### config.mk
export PLATFORM = sky130hd
export DESIGN_NAME = load_cell_serial_reader_tare_flat
export DESIGN_NICKNAME = d
export VERILOG_FILES = /design/src/hdl/lcst_pkg.sv /design/src/hdl/lcst_stream_if.sv /design/src/hdl/lcst_muldiv.sv /design/src/hdl/lcst_tick.sv /design/src/hdl/load_cell_serial_reader_tare.sv /design/src/flat_wrapper.sv
export SDC_FILE = /design/constraint.sdc
export NUM_CORES = 1
export LEC_CHECK = 0
export ABC_AREA = 0
export ABC_CLOCK_PERIOD_IN_PS = 6500
export BUFFER_PORTS_ARGS = -buffer_cell sky130_fd_sc_hd__buf_2
export CAP_MARGIN = 20
export CORE_ASPECT_RATIO = 1.5
export CORE_UTILIZATION = 65
export CTS_CLUSTER_DIAMETER = 200
export DETAILED_ROUTE_END_ITERATION = 10
export GPL_TIMING_DRIVEN = 0
export HOLD_SLACK_MARGIN = 0.05
export PLACE_DENSITY = 0.88
export RECOVER_POWER = 25
export SETUP_SLACK_MARGIN = 0.2
export SYNTH_ARGS = -nofsm -noshare
export SYNTH_HDL_FRONTEND = slang
export SYNTH_HIERARCHICAL = 1
export SYNTH_SLANG_ARGS = --single-unit
### constraint.sdc
create_clock -name i_clk -period 6.5 [get_ports i_clk]
set_input_delay 0.325 -clock i_clk [delete_from_list [all_inputs] [get_ports i_clk]]
set_output_delay 0.325 -clock i_clk [all_outputs]
set_load 0.01 [all_outputs]
### src/hdl/lcst_pkg.sv
// ----------------------------------------------------------------------------
// lcst_pkg
// Shared widths, codes and payload types of the load-cell serial reader.
// ----------------------------------------------------------------------------
package lcst_pkg;

    // converter word and derived datapath widths
    localparam int DATA_BITS          = 24;
    localparam int GAIN_FRAC_BITS_DEF = 16;
    localparam int GAIN_W             = 32;
    localparam int TIMEOUT_W          = 24;
    localparam int COUNT_W            = 8;
    localparam int PHASE_W            = 6;
    localparam int SUM_W              = DATA_BITS + COUNT_W;
    localparam int MAG_W              = DATA_BITS + 1;
    localparam int HI_W               = MAG_W + 1;
    localparam int LO_W               = SUM_W;
    localparam int PROD_W             = HI_W + LO_W;
    localparam int STEP_W             = $clog2(LO_W);
    localparam int WEIGHT_W           = 32;

    // configuration port
    localparam int CFG_IDX_W  = 2;
    localparam int CFG_DATA_W = 32;
    localparam logic [CFG_IDX_W-1:0] CFG_TARE_SAMPLES   = 2'd0;
    localparam logic [CFG_IDX_W-1:0] CFG_SAMPLE_TIMEOUT = 2'd1;
    localparam logic [CFG_IDX_W-1:0] CFG_GAIN_RECIP     = 2'd2;

    localparam logic [COUNT_W-1:0]   TARE_SAMPLES_RST   = 8'd10;
    localparam logic [TIMEOUT_W-1:0] SAMPLE_TIMEOUT_RST = 24'd100000;
    localparam logic [GAIN_W-1:0]    GAIN_RECIP_RST     = 32'h0001_0000;

    // saturation limits of the weight
    localparam logic [WEIGHT_W-1:0] WEIGHT_MAX = 32'h7FFF_FFFF;
    localparam logic [WEIGHT_W-1:0] WEIGHT_MIN = 32'h8000_0000;

    // shared unit operations
    localparam logic OP_MUL = 1'b0;
    localparam logic OP_DIV = 1'b1;

    typedef struct packed {
        logic dout;
        logic mode;
    } t_in_item;

    typedef struct packed {
        logic                       sck;
        logic                       sample_valid;
        logic signed [DATA_BITS-1:0] raw_value;
        logic signed [WEIGHT_W-1:0]  weight;
        logic                       connected;
        logic                       tare_busy;
    } t_out_item;

    // status of the tick sequencer after one tick
    typedef struct packed {
        logic sck;
        logic sample_valid;
        logic div_req;
        logic tare_busy;
        logic connected;
    } t_tick_stat;

    typedef struct packed {
        logic start;
        logic op;
    } t_mdu_cmd;

    typedef struct packed {
        logic busy;
        logic done;
    } t_mdu_stat;

endpackage

### src/hdl/lcst_stream_if.sv
// ----------------------------------------------------------------------------
// lcst_stream_if
// Valid/ready channel carrying one request payload.
// ----------------------------------------------------------------------------
interface lcst_stream_if #(
    parameter type t_payload = logic
);
    logic     valid;
    logic     ready;
    t_payload payload;

    modport source (output valid, output payload, input ready);
    modport sink   (input valid, input payload, output ready);
endinterface

### src/hdl/lcst_muldiv.sv
// ----------------------------------------------------------------------------
// lcst_muldiv
// Shared shift-add multiplier and restoring divider, one bit per cycle.
// ----------------------------------------------------------------------------
module lcst_muldiv (
    input  logic                        i_clk,
    input  logic                        i_rst_n,
    input  lcst_pkg::t_mdu_cmd          i_cmd,
    input  logic [lcst_pkg::HI_W-1:0]   i_addend,
    input  logic [lcst_pkg::LO_W-1:0]   i_lo_init,
    output lcst_pkg::t_mdu_stat         o_stat,
    output logic [lcst_pkg::PROD_W-1:0] o_prod
);
    import lcst_pkg::*;

    logic              r_busy, n_busy;
    logic              r_done, n_done;
    logic              r_op, n_op;
    logic [STEP_W-1:0] r_step, n_step;
    logic [HI_W-1:0]   r_hi, n_hi;
    logic [LO_W-1:0]   r_lo, n_lo;
    logic [HI_W-1:0]   r_addend, n_addend;

    logic [HI_W-1:0]   op_a;
    logic [HI_W-1:0]   op_b;
    logic              carry_in;
    logic [HI_W:0]     sum;

    // one adder: accumulate for multiply, trial subtract for divide
    always_comb begin
        if (r_op == OP_MUL) begin
            op_a     = r_hi;
            op_b     = r_lo[0] ? r_addend : '0;
            carry_in = 1'b0;
        end else begin
            op_a     = {r_hi[HI_W-2:0], r_lo[LO_W-1]};
            op_b     = ~r_addend;
            carry_in = 1'b1;
        end
        sum = {1'b0, op_a} + {1'b0, op_b} + {{HI_W{1'b0}}, carry_in};
    end

    // load on start, then step until the counter runs out
    always_comb begin
        n_busy   = r_busy;
        n_done   = 1'b0;
        n_op     = r_op;
        n_step   = r_step;
        n_hi     = r_hi;
        n_lo     = r_lo;
        n_addend = r_addend;
        if (i_cmd.start && !r_busy) begin
            n_busy   = 1'b1;
            n_op     = i_cmd.op;
            n_step   = STEP_W'(LO_W - 1);
            n_hi     = '0;
            n_lo     = i_lo_init;
            n_addend = i_addend;
        end else if (r_busy) begin
            if (r_op == OP_MUL) begin
                n_hi = sum[HI_W:1];
                n_lo = {sum[0], r_lo[LO_W-1:1]};
            end else begin
                n_hi = sum[HI_W] ? sum[HI_W-1:0] : op_a;
                n_lo = {r_lo[LO_W-2:0], sum[HI_W]};
            end
            n_step = r_step - 1'b1;
            if (r_step == '0) begin
                n_busy = 1'b0;
                n_done = 1'b1;
            end
        end
    end

    always_ff @(posedge i_clk) begin
        if (!i_rst_n) begin
            r_busy <= 1'b0;
            r_done <= 1'b0;
        end else begin
            r_busy <= n_busy;
            r_done <= n_done;
        end
        r_op     <= n_op;
        r_step   <= n_step;
        r_hi     <= n_hi;
        r_lo     <= n_lo;
        r_addend <= n_addend;
    end

    assign o_stat.busy = r_busy;
    assign o_stat.done = r_done;
    assign o_prod      = {r_hi, r_lo};

endmodule

### src/hdl/lcst_tick.sv
// ----------------------------------------------------------------------------
// lcst_tick
// Tick sequencer: converter read, serial shift-in and tare accumulation.
// ----------------------------------------------------------------------------
module lcst_tick (
    input  logic                             i_clk,
    input  logic                             i_rst_n,
    input  logic                             i_step,
    input  lcst_pkg::t_in_item               i_item,
    input  logic [lcst_pkg::COUNT_W-1:0]     i_tare_samples,
    input  logic [lcst_pkg::TIMEOUT_W-1:0]   i_timeout,
    output lcst_pkg::t_tick_stat             o_stat,
    output logic [lcst_pkg::DATA_BITS-1:0]   o_last_raw,
    output logic [lcst_pkg::SUM_W-1:0]       o_tare_sum,
    output logic [lcst_pkg::COUNT_W-1:0]     o_tare_count
);
    import lcst_pkg::*;

    localparam logic [2:0] ST_IDLE  = 3'd0;
    localparam logic [2:0] ST_READ  = 3'd1;
    localparam logic [2:0] ST_TWAIT = 3'd2;
    localparam logic [2:0] ST_TREAD = 3'd3;

    localparam logic [PHASE_W-1:0]   PHASE_LAST = PHASE_W'(2 * DATA_BITS + 1);
    localparam logic [PHASE_W-2:0]   SHIFT_BITS = (PHASE_W - 1)'(DATA_BITS);

    logic [2:0]           r_state, n_state;
    logic [PHASE_W-1:0]   r_phase, n_phase;
    logic [DATA_BITS-1:0] r_shift, n_shift;
    logic [DATA_BITS-1:0] r_last, n_last;
    logic [SUM_W-1:0]     r_sum, n_sum;
    logic [COUNT_W-1:0]   r_cnt, n_cnt;
    logic [COUNT_W-1:0]   r_att, n_att;
    logic [TIMEOUT_W-1:0] r_wait, n_wait;
    logic                 r_conn, n_conn;
    logic                 r_sck, n_sck;
    logic                 r_valid, n_valid;
    logic                 r_div, n_div;

    logic [COUNT_W-1:0]   att_inc;
    logic                 att_end;
    logic [TIMEOUT_W:0]   wait_inc;

    // apply one tick
    always_comb begin
        n_state = r_state;
        n_phase = r_phase;
        n_shift = r_shift;
        n_last  = r_last;
        n_sum   = r_sum;
        n_cnt   = r_cnt;
        n_att   = r_att;
        n_wait  = r_wait;
        n_conn  = r_conn;
        n_sck   = 1'b0;
        n_valid = 1'b0;
        n_div   = 1'b0;
        att_inc  = r_att + 1'b1;
        att_end  = (att_inc == '0) || (att_inc >= i_tare_samples);
        wait_inc = {1'b0, r_wait} + 1'b1;
        case (r_state)
            ST_IDLE: begin
                if (i_item.mode && i_tare_samples != '0) begin
                    n_sum   = '0;
                    n_cnt   = '0;
                    n_att   = '0;
                    n_wait  = '0;
                    n_state = ST_TWAIT;
                end else if (!i_item.dout) begin
                    n_phase = '0;
                    n_shift = '0;
                    n_state = ST_READ;
                end
            end
            ST_READ, ST_TREAD: begin
                if (!r_phase[0]) begin
                    // SCK high: sample data, extra pulse selects gain
                    n_sck = 1'b1;
                    if (r_phase[PHASE_W-1:1] < SHIFT_BITS) begin
                        n_shift = {r_shift[DATA_BITS-2:0], i_item.dout};
                    end
                    n_phase = r_phase + 1'b1;
                end else if (r_phase >= PHASE_LAST) begin
                    n_phase = '0;
                    if (r_state == ST_READ) begin
                        n_last  = r_shift;
                        n_conn  = 1'b1;
                        n_valid = 1'b1;
                        n_state = ST_IDLE;
                    end else begin
                        n_sum = r_sum + {{(SUM_W - DATA_BITS){r_shift[DATA_BITS-1]}}, r_shift};
                        n_cnt = r_cnt + 1'b1;
                        n_att = att_inc;
                        if (att_end) begin
                            n_div   = 1'b1;
                            n_state = ST_IDLE;
                        end else begin
                            n_wait  = '0;
                            n_state = ST_TWAIT;
                        end
                    end
                end else begin
                    n_phase = r_phase + 1'b1;
                end
            end
            ST_TWAIT: begin
                if (!i_item.dout) begin
                    n_phase = '0;
                    n_shift = '0;
                    n_state = ST_TREAD;
                end else if (wait_inc >= {1'b0, i_timeout}) begin
                    // skip this attempt on timeout
                    n_att = att_inc;
                    if (att_end) begin
                        n_div   = (r_cnt != '0);
                        n_state = ST_IDLE;
                    end else begin
                        n_wait  = '0;
                        n_state = ST_TWAIT;
                    end
                end else begin
                    n_wait = wait_inc[TIMEOUT_W-1:0];
                end
            end
            default: begin
                n_state = ST_IDLE;
            end
        endcase
    end

    always_ff @(posedge i_clk) begin
        if (!i_rst_n) begin
            r_state <= ST_IDLE;
            r_phase <= '0;
            r_shift <= '0;
            r_last  <= '0;
            r_sum   <= '0;
            r_cnt   <= '0;
            r_att   <= '0;
            r_wait  <= '0;
            r_conn  <= 1'b0;
            r_sck   <= 1'b0;
            r_valid <= 1'b0;
            r_div   <= 1'b0;
        end else if (i_step) begin
            r_state <= n_state;
            r_phase <= n_phase;
            r_shift <= n_shift;
            r_last  <= n_last;
            r_sum   <= n_sum;
            r_cnt   <= n_cnt;
            r_att   <= n_att;
            r_wait  <= n_wait;
            r_conn  <= n_conn;
            r_sck   <= n_sck;
            r_valid <= n_valid;
            r_div   <= n_div;
        end
    end

    assign o_stat.sck          = r_sck;
    assign o_stat.sample_valid = r_valid;
    assign o_stat.div_req      = r_div;
    assign o_stat.tare_busy    = (r_state == ST_TWAIT) || (r_state == ST_TREAD);
    assign o_stat.connected    = r_conn;
    assign o_last_raw          = r_last;
    assign o_tare_sum          = r_sum;
    assign o_tare_count        = r_cnt;

endmodule

### src/hdl/load_cell_serial_reader_tare.sv
// ----------------------------------------------------------------------------
// load_cell_serial_reader_tare
// Load-cell converter reader with tare averaging and fixed-point scaling.
// ----------------------------------------------------------------------------
// Each input request is one SCK half-period tick with the converter's data
// line and a tare request bit; each tick yields exactly one result request
// with the SCK level, the read status, the last raw sample and the tared,
// scaled weight. A tick advances the tick sequencer, then runs the shift-add
// multiply of the weight in the shared multiply/divide unit, then sign
// handling, rounding and saturation. A tick that closes a tare with at
// least one valid sample first runs a restoring divide of the tare sum in
// the same unit. Input ready is low while a tick is worked on; a finished
// result sits in an output register, so the next tick may enter before the
// result is taken. Configuration writes are taken at any time but are meant
// for idle periods.
// ----------------------------------------------------------------------------
module load_cell_serial_reader_tare #(
    parameter int GAIN_FRAC_BITS = lcst_pkg::GAIN_FRAC_BITS_DEF
) (
    input  logic                               i_clk,
    input  logic                               i_rst_n,
    lcst_stream_if.sink                        i_in,
    lcst_stream_if.source                      o_out,
    input  logic                               i_cfg_we,
    input  logic [lcst_pkg::CFG_IDX_W-1:0]     i_cfg_idx,
    input  logic [lcst_pkg::CFG_DATA_W-1:0]    i_cfg_wdata
);
    import lcst_pkg::*;

    localparam int QW = PROD_W - GAIN_FRAC_BITS;

    localparam logic [3:0] SQ_IDLE   = 4'd0;
    localparam logic [3:0] SQ_EVAL   = 4'd1;
    localparam logic [3:0] SQ_DIV    = 4'd2;
    localparam logic [3:0] SQ_PREP   = 4'd3;
    localparam logic [3:0] SQ_MSTART = 4'd4;
    localparam logic [3:0] SQ_MUL    = 4'd5;
    localparam logic [3:0] SQ_RND    = 4'd6;
    localparam logic [3:0] SQ_SAT    = 4'd7;
    localparam logic [3:0] SQ_OUT    = 4'd8;

    // configuration registers
    logic [COUNT_W-1:0]   r_tare_samples;
    logic [TIMEOUT_W-1:0] r_timeout;
    logic [GAIN_W-1:0]    r_gain;

    // sequencer and datapath registers
    logic [3:0]           r_seq, n_seq;
    logic [DATA_BITS-1:0] r_offset, n_offset;
    logic                 r_div_neg, n_div_neg;
    logic [MAG_W-1:0]     r_diff, n_diff;
    logic [QW-1:0]        r_q, n_q;
    logic [WEIGHT_W-1:0]  r_weight, n_weight;
    logic                 r_out_valid, n_out_valid;
    t_out_item            r_out, n_out;

    logic                 in_take;
    t_tick_stat           tick_stat;
    logic [DATA_BITS-1:0] last_raw;
    logic [SUM_W-1:0]     tare_sum;
    logic [COUNT_W-1:0]   tare_count;

    t_mdu_cmd             mdu_cmd;
    t_mdu_stat            mdu_stat;
    logic [HI_W-1:0]      mdu_addend;
    logic [LO_W-1:0]      mdu_lo_init;
    logic [PROD_W-1:0]    mdu_prod;

    logic                 diff_neg;
    logic [MAG_W-1:0]     diff_mag;
    logic [SUM_W-1:0]     sum_mag;
    logic [DATA_BITS-1:0] quot;
    logic                 q_big;

    assign in_take    = i_in.valid && i_in.ready;
    assign i_in.ready = (r_seq == SQ_IDLE);

    // write configuration registers
    always_ff @(posedge i_clk) begin
        if (!i_rst_n) begin
            r_tare_samples <= TARE_SAMPLES_RST;
            r_timeout      <= SAMPLE_TIMEOUT_RST;
            r_gain         <= GAIN_RECIP_RST;
        end else if (i_cfg_we) begin
            case (i_cfg_idx)
                CFG_TARE_SAMPLES:   r_tare_samples <= i_cfg_wdata[COUNT_W-1:0];
                CFG_SAMPLE_TIMEOUT: r_timeout      <= i_cfg_wdata[TIMEOUT_W-1:0];
                CFG_GAIN_RECIP:     r_gain         <= i_cfg_wdata[GAIN_W-1:0];
                default: begin
                end
            endcase
        end
    end

    lcst_tick u_tick (
        .i_clk          (i_clk),
        .i_rst_n        (i_rst_n),
        .i_step         (in_take),
        .i_item         (i_in.payload),
        .i_tare_samples (r_tare_samples),
        .i_timeout      (r_timeout),
        .o_stat         (tick_stat),
        .o_last_raw     (last_raw),
        .o_tare_sum     (tare_sum),
        .o_tare_count   (tare_count)
    );

    lcst_muldiv u_muldiv (
        .i_clk     (i_clk),
        .i_rst_n   (i_rst_n),
        .i_cmd     (mdu_cmd),
        .i_addend  (mdu_addend),
        .i_lo_init (mdu_lo_init),
        .o_stat    (mdu_stat),
        .o_prod    (mdu_prod)
    );

    // operand preparation
    assign diff_neg = r_diff[MAG_W-1];
    assign diff_mag = diff_neg ? (MAG_W'(0) - r_diff) : r_diff;
    assign sum_mag  = tare_sum[SUM_W-1] ? (SUM_W'(0) - tare_sum) : tare_sum;
    assign quot     = mdu_prod[DATA_BITS-1:0];
    assign q_big    = |r_q[QW-1:WEIGHT_W-1];

    // shared unit commands
    always_comb begin
        mdu_cmd.start = 1'b0;
        mdu_cmd.op    = OP_MUL;
        mdu_addend    = HI_W'(diff_mag);
        mdu_lo_init   = LO_W'(r_gain);
        if (r_seq == SQ_EVAL && tick_stat.div_req) begin
            mdu_cmd.start = 1'b1;
            mdu_cmd.op    = OP_DIV;
            mdu_addend    = HI_W'(tare_count);
            mdu_lo_init   = LO_W'(sum_mag);
        end else if (r_seq == SQ_MSTART) begin
            mdu_cmd.start = 1'b1;
        end
    end

    // sequence one tick through offset update, scaling and output
    always_comb begin
        n_seq       = r_seq;
        n_offset    = r_offset;
        n_div_neg   = r_div_neg;
        n_diff      = r_diff;
        n_q         = r_q;
        n_weight    = r_weight;
        n_out       = r_out;
        n_out_valid = r_out_valid;
        if (o_out.ready) begin
            n_out_valid = 1'b0;
        end
        case (r_seq)
            SQ_IDLE: begin
                if (in_take) begin
                    n_seq = SQ_EVAL;
                end
            end
            SQ_EVAL: begin
                n_div_neg = tare_sum[SUM_W-1];
                n_seq     = tick_stat.div_req ? SQ_DIV : SQ_PREP;
            end
            SQ_DIV: begin
                if (mdu_stat.done) begin
                    n_offset = r_div_neg ? (DATA_BITS'(0) - quot) : quot;
                    n_seq    = SQ_PREP;
                end
            end
            SQ_PREP: begin
                n_diff = {last_raw[DATA_BITS-1], last_raw} - {r_offset[DATA_BITS-1], r_offset};
                n_seq  = SQ_MSTART;
            end
            SQ_MSTART: begin
                n_seq = SQ_MUL;
            end
            SQ_MUL: begin
                if (mdu_stat.done) begin
                    n_seq = SQ_RND;
                end
            end
            SQ_RND: begin
                // round the negative product toward minus infinity
                n_q   = mdu_prod[PROD_W-1:GAIN_FRAC_BITS]
                      + {{(QW - 1){1'b0}}, diff_neg && (|mdu_prod[GAIN_FRAC_BITS-1:0])};
                n_seq = SQ_SAT;
            end
            SQ_SAT: begin
                if (r_gain == '0) begin
                    n_weight = '0;
                end else if (diff_neg) begin
                    n_weight = q_big ? WEIGHT_MIN : (WEIGHT_W'(0) - r_q[WEIGHT_W-1:0]);
                end else begin
                    n_weight = q_big ? WEIGHT_MAX : r_q[WEIGHT_W-1:0];
                end
                n_seq = SQ_OUT;
            end
            SQ_OUT: begin
                // hold until the output register is free
                if (!r_out_valid || o_out.ready) begin
                    n_out.sck          = tick_stat.sck;
                    n_out.sample_valid = tick_stat.sample_valid;
                    n_out.raw_value    = last_raw;
                    n_out.weight       = r_weight;
                    n_out.connected    = tick_stat.connected;
                    n_out.tare_busy    = tick_stat.tare_busy;
                    n_out_valid        = 1'b1;
                    n_seq              = SQ_IDLE;
                end
            end
            default: begin
                n_seq = SQ_IDLE;
            end
        endcase
    end

    always_ff @(posedge i_clk) begin
        if (!i_rst_n) begin
            r_seq       <= SQ_IDLE;
            r_offset    <= '0;
            r_out_valid <= 1'b0;
        end else begin
            r_seq       <= n_seq;
            r_offset    <= n_offset;
            r_out_valid <= n_out_valid;
        end
        r_div_neg <= n_div_neg;
        r_diff    <= n_diff;
        r_q       <= n_q;
        r_weight  <= n_weight;
        r_out     <= n_out;
    end

    assign o_out.valid   = r_out_valid;
    assign o_out.payload = r_out;

endmodule

### src/flat_wrapper.sv
// flat-port wrapper written by rule: the top's interface ports become plain ports
module load_cell_serial_reader_tare_flat import lcst_pkg::*;
#(
    parameter int GAIN_FRAC_BITS = lcst_pkg::GAIN_FRAC_BITS_DEF
)
  (i_clk, i_rst_n, i_cfg_we, i_cfg_idx, i_cfg_wdata, i_in_valid, i_in_payload, i_in_ready, o_out_valid, o_out_payload, o_out_ready);
  lcst_stream_if #(.t_payload(t_in_item)) i_in_i ();
  lcst_stream_if #(.t_payload(t_out_item)) o_out_i ();
  input  logic i_clk;
  input  logic i_rst_n;
  input  logic i_cfg_we;
  input  logic [lcst_pkg::CFG_IDX_W-1:0] i_cfg_idx;
  input  logic [lcst_pkg::CFG_DATA_W-1:0] i_cfg_wdata;
  input wire logic [$bits(i_in_i.valid)-1:0] i_in_valid;
  input wire logic [$bits(i_in_i.payload)-1:0] i_in_payload;
  output wire logic [$bits(i_in_i.ready)-1:0] i_in_ready;
  output wire logic [$bits(o_out_i.valid)-1:0] o_out_valid;
  output wire logic [$bits(o_out_i.payload)-1:0] o_out_payload;
  input wire logic [$bits(o_out_i.ready)-1:0] o_out_ready;
  assign i_in_i.valid = i_in_valid;
  assign i_in_i.payload = i_in_payload;
  assign i_in_ready = i_in_i.ready;
  assign o_out_valid = o_out_i.valid;
  assign o_out_payload = o_out_i.payload;
  assign o_out_i.ready = o_out_ready;
  load_cell_serial_reader_tare #(.GAIN_FRAC_BITS(GAIN_FRAC_BITS)) u_core (.i_clk(i_clk), .i_rst_n(i_rst_n), .i_in(i_in_i), .o_out(o_out_i), .i_cfg_we(i_cfg_we), .i_cfg_idx(i_cfg_idx), .i_cfg_wdata(i_cfg_wdata));
endmodule
==> flow_summary.json <==
{
  "status": "finished clean",
  "rsz0062_at_grt": "no",
  "power.total_mw": 7.63,
  "htreeDepth": 2,
  "max_slew.worst_pin.slew_ns": 1.04,
  "dp_slack_ns": 1.64,
  "grt_use_total_pct": 38.4,
  "clock_latency_ns": 0.58,
  "min_period_over_period_pct": 78.1,
  "clock-sinks": 477,
  "drv_slew": 0,
  "synth_cells": 3134,
  "final.setup.tns_ns": 0,
  "grt_max_degree": 38,
  "num_vias": 24972,
  "end_kind": "flip-flop",
  "numCtsBuffers": 45,
  "grt_overflow": 0,
  "fin_cells": 3930,
  "antenna_found_initial": 5,
  "io_pins": 103,
  "fin_area_um2": 31200,
  "critPathMostFrequentCell": "fa_1",
  "start_util_pct": 65.7,
  "p_switching_mw": 2.26,
  "place_congestion": 1.03,
  "mostFrequentLayoutCell": "nand2_1",
  "dpl.cell_count": 3812,
  "hold_slack_ns": 0.0753,
  "place_area_um2": 29500,
  "dieArea_um2": 44200,
  "max_freq_mhz": 197,
  "worstPathArrival_ns": 5.59,
  "ant_nets": 0,
  "clock_skew_ns": 0.0241,
  "syn2layout_area_growth_pct": 11.0,
  "drt-initial-drc-count": 2061,
  "cp-start-kind": "flip-flop",
  "min_path_type": "in -> reg",
  "power.density_nw_per_um2": 244,
  "cts_tree": "built",
  "crit_chain": "clkbuf_1, buf_1, mux2i_1, fa_1, inv_1, fa_1, a211oi_2, o211ai_2, a2111oi_4, o211a_1, o21ai_1, or2_1, buf_6, a211oi_1, a221o_1",
  "cp.required_ns": 7.01,
  "die_w_um": 172,
  "syn_area_per_cell_um2": 8.98,
  "slowest_delay_ns": 0.60,
  "io_buffers": 102,
  "yosysWarnings": 6,
  "finish.utilization_pct": 73.0,
  "rows": 93,
  "root_buffer": "clkbuf_16",
  "vias_per_cell": 6.35,
  "setup_violations": 0,
  "path_clk_slew_ns": 0.06,
  "drv_cap": 0,
  "ir_drop_v": 0.000240,
  "post_drt_wl_per_cell_um": 21.5,
  "worst-setup-path-type": "reg -> reg",
  "wl_um": 84500,
  "grt_pass1_vias": 24414,
  "crit_slowest_cell": "buf_1",
  "timing.final.hold_violations": 0,
  "critical_path_buf_inv_count": 4,
  "relSlewSlack_pct": 30.7,
  "fin_crit_ns": 5.08,
  "die_h_um": 257,
  "power_frac_comb_pct": 18.6,
  "synthesis.nets": 3311,
  "cts_buffer_depth": 3,
  "p_leak_nw": 11.9,
  "fin_ws_ns": 1.42,
  "core_um2": 42800,
  "syn-cell-area_um2": 28200,
  "crit_fanout": 10,
  "seq_power_share_pct": 46.3,
  "drive_gt1_share_pct": 6.70,
  "p_sw_share_pct": 29.6,
  "p_int_mw": 5.37,
  "layout_common_cells": "nand2_1 (460), dfxtp_1 (258), nor2_1 (223), edfxtp_1 (219), clkbuf_1 (207)",
  "drt_first_pass_iters": 6,
  "nets": 3498,
  "dp_hpwl_um": 63700,
  "critPathTopFamily": "compound AO/OA/AOI/OAI gates",
  "drc": 0,
  "clock_power_share_pct": 35.2,
  "grt_pass1_wl_um": 131000
}
registers in the layout, indices dropped and copies added, names as in the netlist, 25 cells and up:
signal / flops
u_core/o_out.payload: 60
u_core/u_muldiv/r_hi: 26
u_core/u_tick/o_tare_sum: 32
u_core/u_muldiv/r_addend: 26
u_core/r_q: 42
u_core/u_muldiv/r_lo: 32
u_core/r_gain: 32
u_core/r_weight: 32
u_core/r_diff: 25
repair_timing:
item                      CTS  global route
hold buffers               30             0
setup buffers               0             0
hold endpoints to repair   48             0
gates resized for setup     0             0
worst min-delay path, cell delays in order:
cell,delay [ns]
buf_2,0.14
nand2_1,0.07
a21boi_0,0.07
layer usage:
layer	track usage, %	routed length, um	vias to the layer above
met5	0	13	-
met4	34.3	8080	2
met3	6.46	5290	406
met2	65.9	42200	1170
met1	39.7	28900	11740
li1	-	-	11654
path summary, 6_finish.rpt:
kind                                     start                              endpoint  slack, ns  cells past startpoint
max             u_core/u_muldiv/r_op$_DFFE_PP_  u_core/u_muldiv/r_hi[0]$_SDFFE_PP0P_       1.42                     15
min                             i_cfg_wdata[6]         u_core/r_gain[6]$_SDFFE_PN0P_       0.08                      3
max reg2reg     u_core/u_muldiv/r_op$_DFFE_PP_  u_core/u_muldiv/r_hi[0]$_SDFFE_PP0P_       1.42                     15
min reg2reg  u_core/r_weight[14]$_SDFFCE_PN0P_    u_core/o_out.payload[16]$_DFFE_PP_       0.41                      0
power groups by stage:
stage                     sequential, mW  combinational [mW]  clock (mW)
after CTS                           3.52                1.38        2.71
final                               3.53                1.42        2.68
after global routing                3.55                1.53        2.83
after floorplan                     3.50                1.02           0
after detailed placement            3.58                1.35           0
after global placement              3.57                1.30           0
final cells by class:
| cell class | instances | area [um^2] |
|---|---|---|
| repair buffers | 140 | 841 |
| plain buffers | 167 | 727 |
| clock buffers | 63 | 1350 |
| flip-flops and latches | 477 | 11700 |
| fillers | 3192 | 11600 |
| inverters | 126 | 473 |
| clock inverters | 20 | 148 |
| multi-input cells | 2364 | 15200 |
| diodes | 3 | 7.51 |
| well taps | 570 | 713 |
(Power assumes the default switching activity.)
